--- src/rtl/tlfrf_pkg.sv ---
`timescale 1ns / 1ps

package tlfrf_pkg;

    localparam int DEF_SWEEP_POINTS = 17;

    localparam int CODE_W   = 12;
    localparam int ADC_W    = 24;
    localparam int VOLT_W   = 32;
    localparam int ZERO_W   = 16;
    localparam int SCALE_W  = 32;
    localparam int LIM_W    = 24;
    localparam int TRIM_W   = 3;
    localparam int SLOPE_W  = 48;
    localparam int ICPT_W   = 32;

    localparam int CFG_IDX_W  = 2;
    localparam int CFG_DATA_W = 32;

    localparam logic [CFG_IDX_W-1:0] REG_ZERO_CODE      = 2'd0;
    localparam logic [CFG_IDX_W-1:0] REG_VOLTS_SCALE    = 2'd1;
    localparam logic [CFG_IDX_W-1:0] REG_RESIDUAL_LIMIT = 2'd2;
    localparam logic [CFG_IDX_W-1:0] REG_TRIM_COUNT     = 2'd3;

    localparam logic [LIM_W-1:0]  RESID_RESET = 24'd1677722;
    localparam logic [TRIM_W-1:0] TRIM_RESET  = 3'd2;
    localparam logic [CODE_W-1:0] FULL_CODE   = 12'hFFF;

    typedef enum logic [1:0] {
        RD_IDX,
        RD_LO,
        RD_HI
    } t_rd_sel;

    typedef struct packed {
        logic    load_in;
        logic    conv_mul;
        logic    conv_wr;
        logic    sum_init;
        logic    rd_en;
        t_rd_sel rd_sel;
        logic    sum_mul;
        logic    sum_acc;
        logic    fit_mul;
        logic    fit_sub;
        logic    div_start;
        logic    div_icpt;
        logic    slope_set;
        logic    bmul;
        logic    bsub;
        logic    icpt_set;
        logic    walk_mul;
        logic    lo_cmp;
        logic    hi_cmp;
        logic    out_load;
        logic    out_fail;
    } t_cmd;

    typedef struct packed {
        logic last_pt;
        logic sum_end;
        logic denom_bad;
        logic div_done;
        logic slope_zero;
        logic lo_zero;
        logic hi_top;
        logic walk_ok;
        logic out_full;
    } t_stat;

endpackage

--- src/rtl/tlfrf_ctrl.sv ---
`timescale 1ns / 1ps

module tlfrf_ctrl (
    input  logic             i_clk,
    input  logic             i_rst_n,
    input  logic             i_valid,
    output logic             o_ready,
    output tlfrf_pkg::t_cmd  o_cmd,
    input  tlfrf_pkg::t_stat i_stat
);
    import tlfrf_pkg::*;

    typedef enum logic [4:0] {
        S_IDLE, S_CMUL, S_CWR,
        S_SINIT, S_SRD, S_SMUL, S_SACC,
        S_FMUL, S_FSUB,
        S_DIV1, S_DW1, S_SLOPE, S_BMUL, S_BSUB, S_DIV2, S_DW2, S_ICPT,
        S_LOCHK, S_LORD, S_LOMUL, S_LOCMP,
        S_HICHK, S_HIRD, S_HIMUL, S_HICMP,
        S_OUT, S_OUTF
    } t_state;

    t_state r_state;
    t_state n_state;
    t_cmd   w_cmd;

    always_comb begin
        n_state = r_state;
        w_cmd   = '0;
        unique case (r_state)
            S_IDLE: begin
                w_cmd.load_in = i_valid;
                if (i_valid) n_state = S_CMUL;
            end
            S_CMUL: begin
                w_cmd.conv_mul = 1'b1;
                n_state = S_CWR;
            end
            S_CWR: begin
                w_cmd.conv_wr = 1'b1;
                n_state = i_stat.last_pt ? S_SINIT : S_IDLE;
            end
            S_SINIT: begin
                w_cmd.sum_init = 1'b1;
                n_state = S_SRD;
            end
            S_SRD: begin
                w_cmd.rd_en  = 1'b1;
                w_cmd.rd_sel = RD_IDX;
                n_state = S_SMUL;
            end
            S_SMUL: begin
                w_cmd.sum_mul = 1'b1;
                n_state = S_SACC;
            end
            S_SACC: begin
                w_cmd.sum_acc = 1'b1;
                n_state = i_stat.sum_end ? S_FMUL : S_SRD;
            end
            S_FMUL: begin
                w_cmd.fit_mul = 1'b1;
                n_state = S_FSUB;
            end
            S_FSUB: begin
                w_cmd.fit_sub = 1'b1;
                n_state = S_DIV1;
            end
            S_DIV1: begin
                if (i_stat.denom_bad) begin
                    n_state = S_OUTF;
                end else begin
                    w_cmd.div_start = 1'b1;
                    n_state = S_DW1;
                end
            end
            S_DW1: begin
                if (i_stat.div_done) n_state = S_SLOPE;
            end
            S_SLOPE: begin
                w_cmd.slope_set = 1'b1;
                n_state = S_BMUL;
            end
            S_BMUL: begin
                if (i_stat.slope_zero) begin
                    n_state = S_OUTF;
                end else begin
                    w_cmd.bmul = 1'b1;
                    n_state = S_BSUB;
                end
            end
            S_BSUB: begin
                w_cmd.bsub = 1'b1;
                n_state = S_DIV2;
            end
            S_DIV2: begin
                w_cmd.div_start = 1'b1;
                w_cmd.div_icpt  = 1'b1;
                n_state = S_DW2;
            end
            S_DW2: begin
                if (i_stat.div_done) n_state = S_ICPT;
            end
            S_ICPT: begin
                w_cmd.icpt_set = 1'b1;
                n_state = S_LOCHK;
            end
            S_LOCHK: begin
                n_state = i_stat.lo_zero ? S_HICHK : S_LORD;
            end
            S_LORD: begin
                w_cmd.rd_en  = 1'b1;
                w_cmd.rd_sel = RD_LO;
                n_state = S_LOMUL;
            end
            S_LOMUL: begin
                w_cmd.walk_mul = 1'b1;
                n_state = S_LOCMP;
            end
            S_LOCMP: begin
                w_cmd.lo_cmp = 1'b1;
                n_state = i_stat.walk_ok ? S_LOCHK : S_HICHK;
            end
            S_HICHK: begin
                n_state = i_stat.hi_top ? S_OUT : S_HIRD;
            end
            S_HIRD: begin
                w_cmd.rd_en  = 1'b1;
                w_cmd.rd_sel = RD_HI;
                n_state = S_HIMUL;
            end
            S_HIMUL: begin
                w_cmd.walk_mul = 1'b1;
                n_state = S_HICMP;
            end
            S_HICMP: begin
                w_cmd.hi_cmp = 1'b1;
                n_state = i_stat.walk_ok ? S_HICHK : S_OUT;
            end
            S_OUT: begin
                if (!i_stat.out_full) begin
                    w_cmd.out_load = 1'b1;
                    n_state = S_IDLE;
                end
            end
            S_OUTF: begin
                if (!i_stat.out_full) begin
                    w_cmd.out_load = 1'b1;
                    w_cmd.out_fail = 1'b1;
                    n_state = S_IDLE;
                end
            end
            default: n_state = S_IDLE;
        endcase
    end

    always_ff @(posedge i_clk) begin
        if (!i_rst_n) begin
            r_state <= S_IDLE;
        end else begin
            r_state <= n_state;
        end
    end

    assign o_ready = (r_state == S_IDLE);
    assign o_cmd   = w_cmd;

    a_accept_starts_conv: assert property (@(posedge i_clk) disable iff (!i_rst_n)
        (i_valid && o_ready) |=> (r_state == S_CMUL))
        else $error("accepted word did not start conversion");
endmodule

--- config.mk ---
export PLATFORM = sky130hd
export DESIGN_NAME = tlfrf_ctrl
export DESIGN_NICKNAME = d
export VERILOG_FILES = /design/src/rtl/tlfrf_pkg.sv /design/src/rtl/tlfrf_ctrl.sv
export SDC_FILE = /design/constraint.sdc
export NUM_CORES = 1
export LEC_CHECK = 0
export BUFFER_PORTS_ARGS = -buffer_cell sky130_fd_sc_hd__buf_4
export CORE_AREA = 2 2 43 45
export CTS_BUF_LIST = sky130_fd_sc_hd__clkbuf_8 sky130_fd_sc_hd__clkbuf_16
export CTS_CLUSTER_SIZE = 30
export DETAILED_ROUTE_END_ITERATION = 7
export DIE_AREA = 0 0 45 47
export PLACE_DENSITY_LB_ADDON = 0.08
export SYNTH_ARGS = -nofsm -noshare
export SYNTH_HDL_FRONTEND = slang
export SYNTH_SLANG_ARGS = --single-unit
--- constraint.sdc ---
create_clock -name i_clk -period 3 [get_ports i_clk]
set_input_delay 0.3 -clock i_clk [delete_from_list [all_inputs] [get_ports i_clk]]
set_output_delay 0.3 -clock i_clk [all_outputs]
set_load 0.05 [all_outputs]
==> results of run 1 <==
## worst min path at each step
stage                            end  slack, ns  cells past startpoint
after floorplan           r_state[3]       0.47                      2
after global placement    r_state[3]       0.59                      3
after detailed placement  r_state[3]       0.60                      3
after CTS                 r_state[3]       0.38                      3
after global routing      r_state[3]       0.39                      3
final                     r_state[3]       0.38                      3
## cells by family after synthesis
| family | synth area share, % |
|---|---|
| compound gates | 25.8 |
| xor+xnor | 2.30 |
| buf+inv | 8.39 |
| flops | 13.2 |
| mux | 4.28 |
| simple gates | 46.1 |
## stage by stage
step,utilization [%],instances,area [um^2]
4_1_cts,63.3,173,1040
3_3_place_gp,60.5,169,1000
5_1_grt,63.3,173,1040
2_1_floorplan,-,128,761
6_report,63.3,173,1040
3_5_place_dp,60.5,169,1000
## per-layer routing
| metal | global-route usage, % | up-vias |
|---|---|---|
| met5 | 0 | - |
| met4 | 2.35 | 0 |
| met3 | 7.69 | 2 |
| met2 | 38.6 | 55 |
| met1 | 32.1 | 457 |
| li1 | - | 511 |
## critical path, delay by kind of cell, from the launching register on
family / cells / cell delay [ns]
buf+inv: 1 / 0.27
flops: 1 / 0.83
simple gates: 2 / 0.66
## layout make-up
cell class	count	area, um^2
Fill cell	166	607
Multi-Input combinational cell	107	597
Timing Repair Buffer	35	263
Sequential cell	5	100
Clock buffer	3	41.3
Tap cell	17	21.3
Inverter	5	18.8
Clock inverter	1	3.75
## placed cells by master (no fill, tap or decap), types with 3 or more instances in the layout
master	instances
nand2_1	13
nor4_1	4
buf_4	35
nor2_1	26
a41oi_1	3
a31oi_1	3
a21oi_1	12
nand2b_1	6
nor3_1	5
inv_1	6
o21ai_0	5
clkbuf_8	3
dfxtp_1	5
## where the power goes
group	internal, mW	leakage, nW	switching [mW]	total (mW)
logic	0.137	0.387	0.236	0.373
clock network	0.0877	0.0269	0.0332	0.121
registers	0.0793	0.0408	0.0688	0.148
==> flow_metrics.tcl, run 1 <==
set metrics [dict create \
    min_path_type "input port to flop" \
    synth_cells 128 \
    status "finished, final reports clean" \
    cp_slowest_stage_delay_ns 0.83 \
    dieHeight_um 47 \
    pre_cts_slack_ns 0.987 \
    fin_crit_sh_pct 76.3 \
    layout_setup_ws_ns 0.711 \
    setup.worst_path.start "r_state[2]" \
    p_total_uw 642 \
    grt_pass1_vias 826 \
    cts_setup_buffers 0 \
    cp-end-kind "output port" \
    regMostFlops "r_state" \
    syn_nets 140 \
    fin_nets 169 \
    syn_avg_cell_area_um2 5.94 \
    cts_resized 0 \
    hold_viol_final 0 \
    synthDominantCellAreaShare_pct 13.2 \
    cts_max_level 1 \
    antenna_found_initial 0 \
    synth_largest_area_cell "dfxtp_1" \
    ys_seq_elements 5 \
    largest_register_ffs 5 \
    worst_slew_pin_slew_ns 0.807 \
    cp.required_ns 2.70 \
    fin_skew_ns 0.00296 \
    clkSinkCount 5 \
    cts_tree "built" \
    syn-cell-area_um2 761 \
    r2r_cells 5 \
    yosys-top-cells-count "nor2_1, nand2_1, a21oi_1, clkbuf_1, nand2b_1" \
    wl_mm 2.38 \
    ys_seq_area_share_pct 13.2 \
    synthFlopType "dfxtp_1" \
    setup_viol 0 \
    total_leakage_power_nw 0.455 \
    grt_max_degree 27 \
    critPathMaxFanout 26 \
    portBuffers 34 \
    timing.rr.start "r_state[0]" \
    grt_pass1_wl_mm 3.71 \
    ir_worst_vdd_mv 0.390 \
    setup_tns_ns 0 \
    cap_violations 0 \
    clock.fmax_mhz 437 \
    r2r-end "r_state[0]" \
    drtIter0Drc 33 \
    arrival_ns 1.99 \
    routabilityCongestion 0.891 \
    drive_gt1_share_pct 27.6 \
    wl_per_cell_um 13.7 \
    synth_cell_type_count 35 \
    area_growth_syn_to_layout_pct 37.3 \
    critPathCapture "o_cmd[7]" \
    maxSlewViolCount 0 \
    first_pass_iters 4 \
    hpwl_mm 1.79 \
    dr.max_layer_used "met4" \
    die-area_um2 2120 \
    ff2ff_setup_slack_ns 0.96 \
    critPathKind "flop to output port" \
    numCtsBuffers 3 \
    whs_ns 0.377 \
    coreArea_um2 1650 \
    synth_edf_count 0 \
    biggestRegsByFlops "r_state (5)" \
    synth_area_leaders "dfxtp_1, nor2_1, a21oi_1, nand2_1, nand2b_1" \
    synth_most_common_cell "nor2_1" \
    overflow 0 \
    ctsHoldBuffers 0 \
    fin_crit_ns 2.29 \
    vias 1025 \
    ys_warn_count 0 \
    dr_wl_met2_mm 1.18 \
    startpoint_type "flop" \
    pin_count 35 \
    die_w_um 45 \
    n_antenna_cell 0 \
    wl_met3_um 238 \
    clk_pin_slew_worst_paths_ns 0.03 \
    clock_latency_ns 0.22 \
    slew_headroom_pct 46.1 \
    grt_usage_pct 23.8 \
    power.density_nw_per_um2 614 \
    clock_path_buffers 2 \
    root_buffer "clkbuf_8" \
    core.rowCount 15 \
    drc_errors 0 \
    drt-met1-wl_um 945 \
    initial_utilization_pct 46.1 \
    synth_async_sr_flop_share_pct 0 \
    cp_slowest_cell "dfxtp_1" \
    min_from "i_rst_n" \
    crit_chain "nand2b_1, nor4_1, buf_4" \
    rsz0062_at_grt "false" \
    viasPerCell 5.92 \
    antenna_left 0 \
]
Note: power is estimated with default switching activity, not from simulation.
==> run 2, diff against run 1 <==
CORE_AREA = 2 2 49 42   (was 2 2 43 45)
DIE_AREA = 0 0 51 44   (was 0 0 45 47)
clock period = 2.19 ns   (was 3 ns; I/O delays follow)
==> flow_metrics.tcl, run 2 (synthesis results as in run 1) <==
set metrics [dict create \
    status "finished, final reports clean" \
    antenna_found_initial 0 \
    final_common_cell "buf_4" \
    critPathMaxFanout 22 \
    coreArea_um2 1770 \
    timing.rr.start "r_state[4]" \
    clk_pin_slew_worst_paths_ns 0.04 \
    power.internal_uw 444 \
    viasPerCell 5.67 \
    drive_gt1_share_pct 33.3 \
    slew_headroom_pct 53.7 \
    final_cell_mix "buf_4, nor2_1, nand2_1" \
    r2r-end "r_state[0]" \
    cts_max_level 1 \
    cp_slowest_cell "dfxtp_1" \
    pre_cts_slack_ns 0.357 \
    routabilityCongestion 0.945 \
    root_buffer "clkbuf_8" \
    critPathCapture "o_cmd[17]" \
    pin_count 35 \
    wl_mm 2.57 \
    pwr-share-seq_pct 18.3 \
    layout_setup_ws_ns 0.151 \
    clock_path_buffers 2 \
    startpoint_type "flop" \
    setup.worst_path.start "r_state[2]" \
    wl_per_cell_um 13.8 \
    grt_pass1_wl_mm 4.14 \
    antenna_left 0 \
    dieHeight_um 44 \
    cp-end-kind "output port" \
    cts_resized 0 \
    worst_slew_pin_slew_ns 0.693 \
    first_pass_iters 4 \
    hold_viol_final 0 \
    cts_tree "built" \
    drtIter0Drc 48 \
    clock_latency_ns 0.22 \
    fin_crit_sh_pct 93.1 \
    core.rowCount 14 \
    fin_skew_ns 0.000459 \
    cp_slowest_stage_delay_ns 0.76 \
    comb_power_share_pct 63.5 \
    p_total_uw 932 \
    grt_pass1_vias 905 \
    n_antenna_cell 0 \
    portBuffers 34 \
    drc_errors 0 \
    clock.fmax_mhz 491 \
    setup_viol 0 \
    ir_worst_vdd_mv 0.567 \
    die-area_um2 2240 \
    grt_usage_pct 23.9 \
    r2r_cells 5 \
    fin_nets 175 \
    maxSlewViolCount 0 \
    regMostFlops "r_state" \
    cp.required_ns 1.97 \
    setup_tns_ns 0 \
    hpwl_mm 1.89 \
    switching_share_pct 52.4 \
    grt_max_degree 23 \
    vias 1054 \
    numCtsBuffers 3 \
    ff2ff_setup_slack_ns 0.35 \
    ctsHoldBuffers 0 \
    rsz0062_at_grt "false" \
    min_path_type "input port to flop" \
    clkPwrFrac_pct 18.2 \
    cts_setup_buffers 0 \
    area_growth_syn_to_layout_pct 47.9 \
    fin_crit_ns 2.04 \
    total_leakage_power_nw 0.489 \
    clkSinkCount 5 \
    die_w_um 51 \
    crit_chain "nand2b_1, o21ai_0, and2_1, buf_4" \
    power.density_nw_per_um2 828 \
    critPathKind "flop to output port" \
    cap_violations 0 \
    largest_register_ffs 5 \
    overflow 0 \
    p_switching_uw 488 \
    biggestRegsByFlops "r_state (5)" \
    initial_utilization_pct 43.0 \
    arrival_ns 1.82 \
]
run 2: how the worst min path moves through the flow:
| stage | from | endpoint | slack [ns] | depth (start not counted) |
|---|---|---|---|---|
| 4_1_cts | i_rst_n | r_state[3] | 0.29 | 3 |
| 5_1_grt | i_rst_n | r_state[3] | 0.31 | 3 |
| 3_3_place_gp | i_rst_n | r_state[2] | 0.52 | 3 |
| 2_1_floorplan | i_rst_n | r_state[3] | 0.39 | 2 |
| 3_5_place_dp | i_rst_n | r_state[3] | 0.52 | 3 |
| 6_report | i_rst_n | r_state[3] | 0.29 | 3 |
run 2: cell type report:
| cell class | instances | area, um^2 |
|---|---|---|
| sequential | 5 | 100 |
| clock inverter | 1 | 3.75 |
| clock buffer | 3 | 41.3 |
| inverter | 5 | 18.8 |
| multi-input combinational | 107 | 623 |
| tap | 24 | 30.0 |
| fill | 156 | 644 |
| timing repair buffer | 41 | 308 |
run 2: stage by stage:
step | cells | hold slack (ns) | cell area (um^2) | util, %
detailed placement | 182 | 0.517 | 1080 | 61.0
global route | 186 | 0.313 | 1120 | 63.6
CTS | 186 | 0.292 | 1120 | 63.6
global placement | 182 | 0.519 | 1080 | 61.0
floorplan | 128 | 0.391 | 787 | -
finish | 186 | 0.291 | 1120 | 63.6
run 2: worst max-delay path, delay by kind of cell (launching register included):
family | cells | cell delay (ns)
flops | 1 | 0.76
simple gates | 2 | 0.44
compound gates | 1 | 0.20
buf+inv | 1 | 0.19
run 2: power by group through the flow:
stage	clock network, mW	registers, mW	logic, mW
floorplan	0	0.119	0.477
global placement	0	0.168	0.580
detailed placement	0	0.170	0.579
CTS	0.167	0.169	0.587
global route	0.176	0.177	0.635
finish	0.170	0.170	0.591
run 2: metal layers:
metal / wire length [um] / global-route usage, % / vias up
met5: 0 / 0 / -
met4: 51 / 8.11 / 0
met3: 221 / 4.83 / 7
met2: 1180 / 36.4 / 55
met1: 1120 / 33.7 / 474
li1: - / - / 518
==> run 3, diff against run 2 <==
PLACE_DENSITY = 0.82   (was unset)
PLACE_DENSITY_LB_ADDON = unset   (was 0.08)
==> flow_metrics.tcl, run 3 (synthesis results as in run 1) <==
set metrics [dict create \
    status "finished, final reports clean" \
    antenna_left 0 \
    first_pass_iters 4 \
    biggestRegsByFlops "r_state (5)" \
    drive_gt1_share_pct 32.1 \
    arrival_ns 1.84 \
    cp_slowest_stage_delay_ns 0.51 \
    die-area_um2 2240 \
    area_growth_syn_to_layout_pct 44.9 \
    maxSlewViolCount 0 \
    antenna_found_initial 0 \
    clock_latency_ns 0.22 \
    min_path_type "input port to flop" \
    setup_tns_ns 0 \
    drtIter0Drc 48 \
    cts_max_level 1 \
    cp_slowest_cell "dfxtp_1" \
    clock_path_buffers 2 \
    critPathKind "flop to output port" \
    critPathMaxFanout 20 \
    wl_per_cell_um 14.2 \
    cp_num_buf_inv 2 \
    ir_worst_vdd_mv 0.508 \
    startpoint_type "flop" \
    wl_mm 2.60 \
    p_total_uw 922 \
    grt_max_degree 21 \
    power.density_nw_per_um2 837 \
    slew_headroom_pct 56.4 \
    overflow 0 \
    cts_tree "built" \
    grt_pass1_wl_mm 4.40 \
    cp-end-kind "output port" \
    final_common_cell "buf_4" \
    die_w_um 51 \
    crit_top_cell "buf_4" \
    final_area_um2 1100 \
    fin_skew_ns 0.000371 \
    fill_cells 163 \
    setup_viol 0 \
    clk_pin_slew_worst_paths_ns 0.04 \
    total_leakage_power_nw 0.474 \
    n_antenna_cell 0 \
    crit_chain "buf_4, nand2b_1, nor4_2, buf_4" \
    fin_crit_ns 2.06 \
    rsz0062_at_grt "false" \
    final_cell_mix "buf_4, nor2_1, nand2_1" \
    numCtsBuffers 3 \
    regMostFlops "r_state" \
    pin_count 35 \
    clkSinkCount 5 \
    hpwl_mm 1.98 \
    worst_slew_pin_slew_ns 0.653 \
    routabilityCongestion 0.970 \
    initial_utilization_pct 43.0 \
    fin_crit_sh_pct 93.9 \
    utilization_pct 62.3 \
    portBuffers 34 \
    cap_violations 0 \
    grt_pass1_vias 929 \
    cp.required_ns 1.97 \
    core.rowCount 14 \
    post_dp_cell_area_um2 1060 \
    clock.fmax_mhz 486 \
    grt_usage_pct 25.6 \
    hold_viol_final 0 \
    vias 1045 \
    cp_top_family "simple AND/OR/NAND/NOR gates" \
    largest_register_ffs 5 \
    cts_resized 0 \
    drc_errors 0 \
    root_buffer "clkbuf_8" \
    fin_nets 172 \
    ctsHoldBuffers 0 \
    cts_setup_buffers 0 \
    viasPerCell 5.71 \
    dieHeight_um 44 \
    coreArea_um2 1770 \
]
==> run 3: path summary, 6_finish.rpt <==
kind / end / cells after the start / slack [ns] / startpoint
worst min register to register: r_state[1] / 2 / 0.64 / r_state[1]
worst max-delay path: o_cmd[0] / 4 / 0.13 / r_state[2]
worst max register to register: r_state[0] / 5 / 0.29 / r_state[4]
worst min-delay path: r_state[3] / 3 / 0.30 / i_rst_n
==> run 3: worst reg2reg max path, stage by stage (launching register included) <==
cell and delay (ns):
dfxtp_1 0.61, nand2_2 0.22, or4b_4 0.54, nand2_2 0.12, mux2i_1 0.08, a311oi_1 0.24
==> run 3: through the flow <==
| step | hold WS [ns] | cells | setup WS, ns |
|---|---|---|---|
| finish | 0.295 | 183 | 0.134 |
| detailed placement | 0.518 | 179 | 0.315 |
| global route | 0.322 | 183 | 0.0365 |
| global placement | 0.503 | 179 | 0.397 |
| CTS | 0.303 | 183 | 0.162 |
| floorplan | 0.391 | 128 | 0.00874 |
==> run 3: layout make-up <==
| cell class | count | area, um^2 | share of cell area, % |
|---|---|---|---|
| Clock buffer | 3 | 41.3 | 3.75 |
| Multi-Input combinational cell | 107 | 623 | 56.5 |
| Inverter | 5 | 18.8 | 1.70 |
| Sequential cell | 5 | 100 | 9.08 |
| Timing Repair Buffer | 38 | 285 | 25.9 |
| Clock inverter | 1 | 3.75 | 0.341 |
| Tap cell | 24 | 30.0 | 2.72 |
==> run 3: power by group <==
group | internal (mW) | switching (mW) | total (mW)
sequential | 0.109 | 0.0572 | 0.166
clock | 0.120 | 0.0449 | 0.165
combinational | 0.209 | 0.383 | 0.591
total | 0.438 | 0.485 | 0.922
==> run 3: per-layer routing <==
layer,GRT usage [%],vias up,part of all wire [%]
met5,0,-,0
li1,-,515,-
met4,9.19,0,1.8
met1,34.8,452,40
met2,41.3,72,47
met3,3.79,6,11
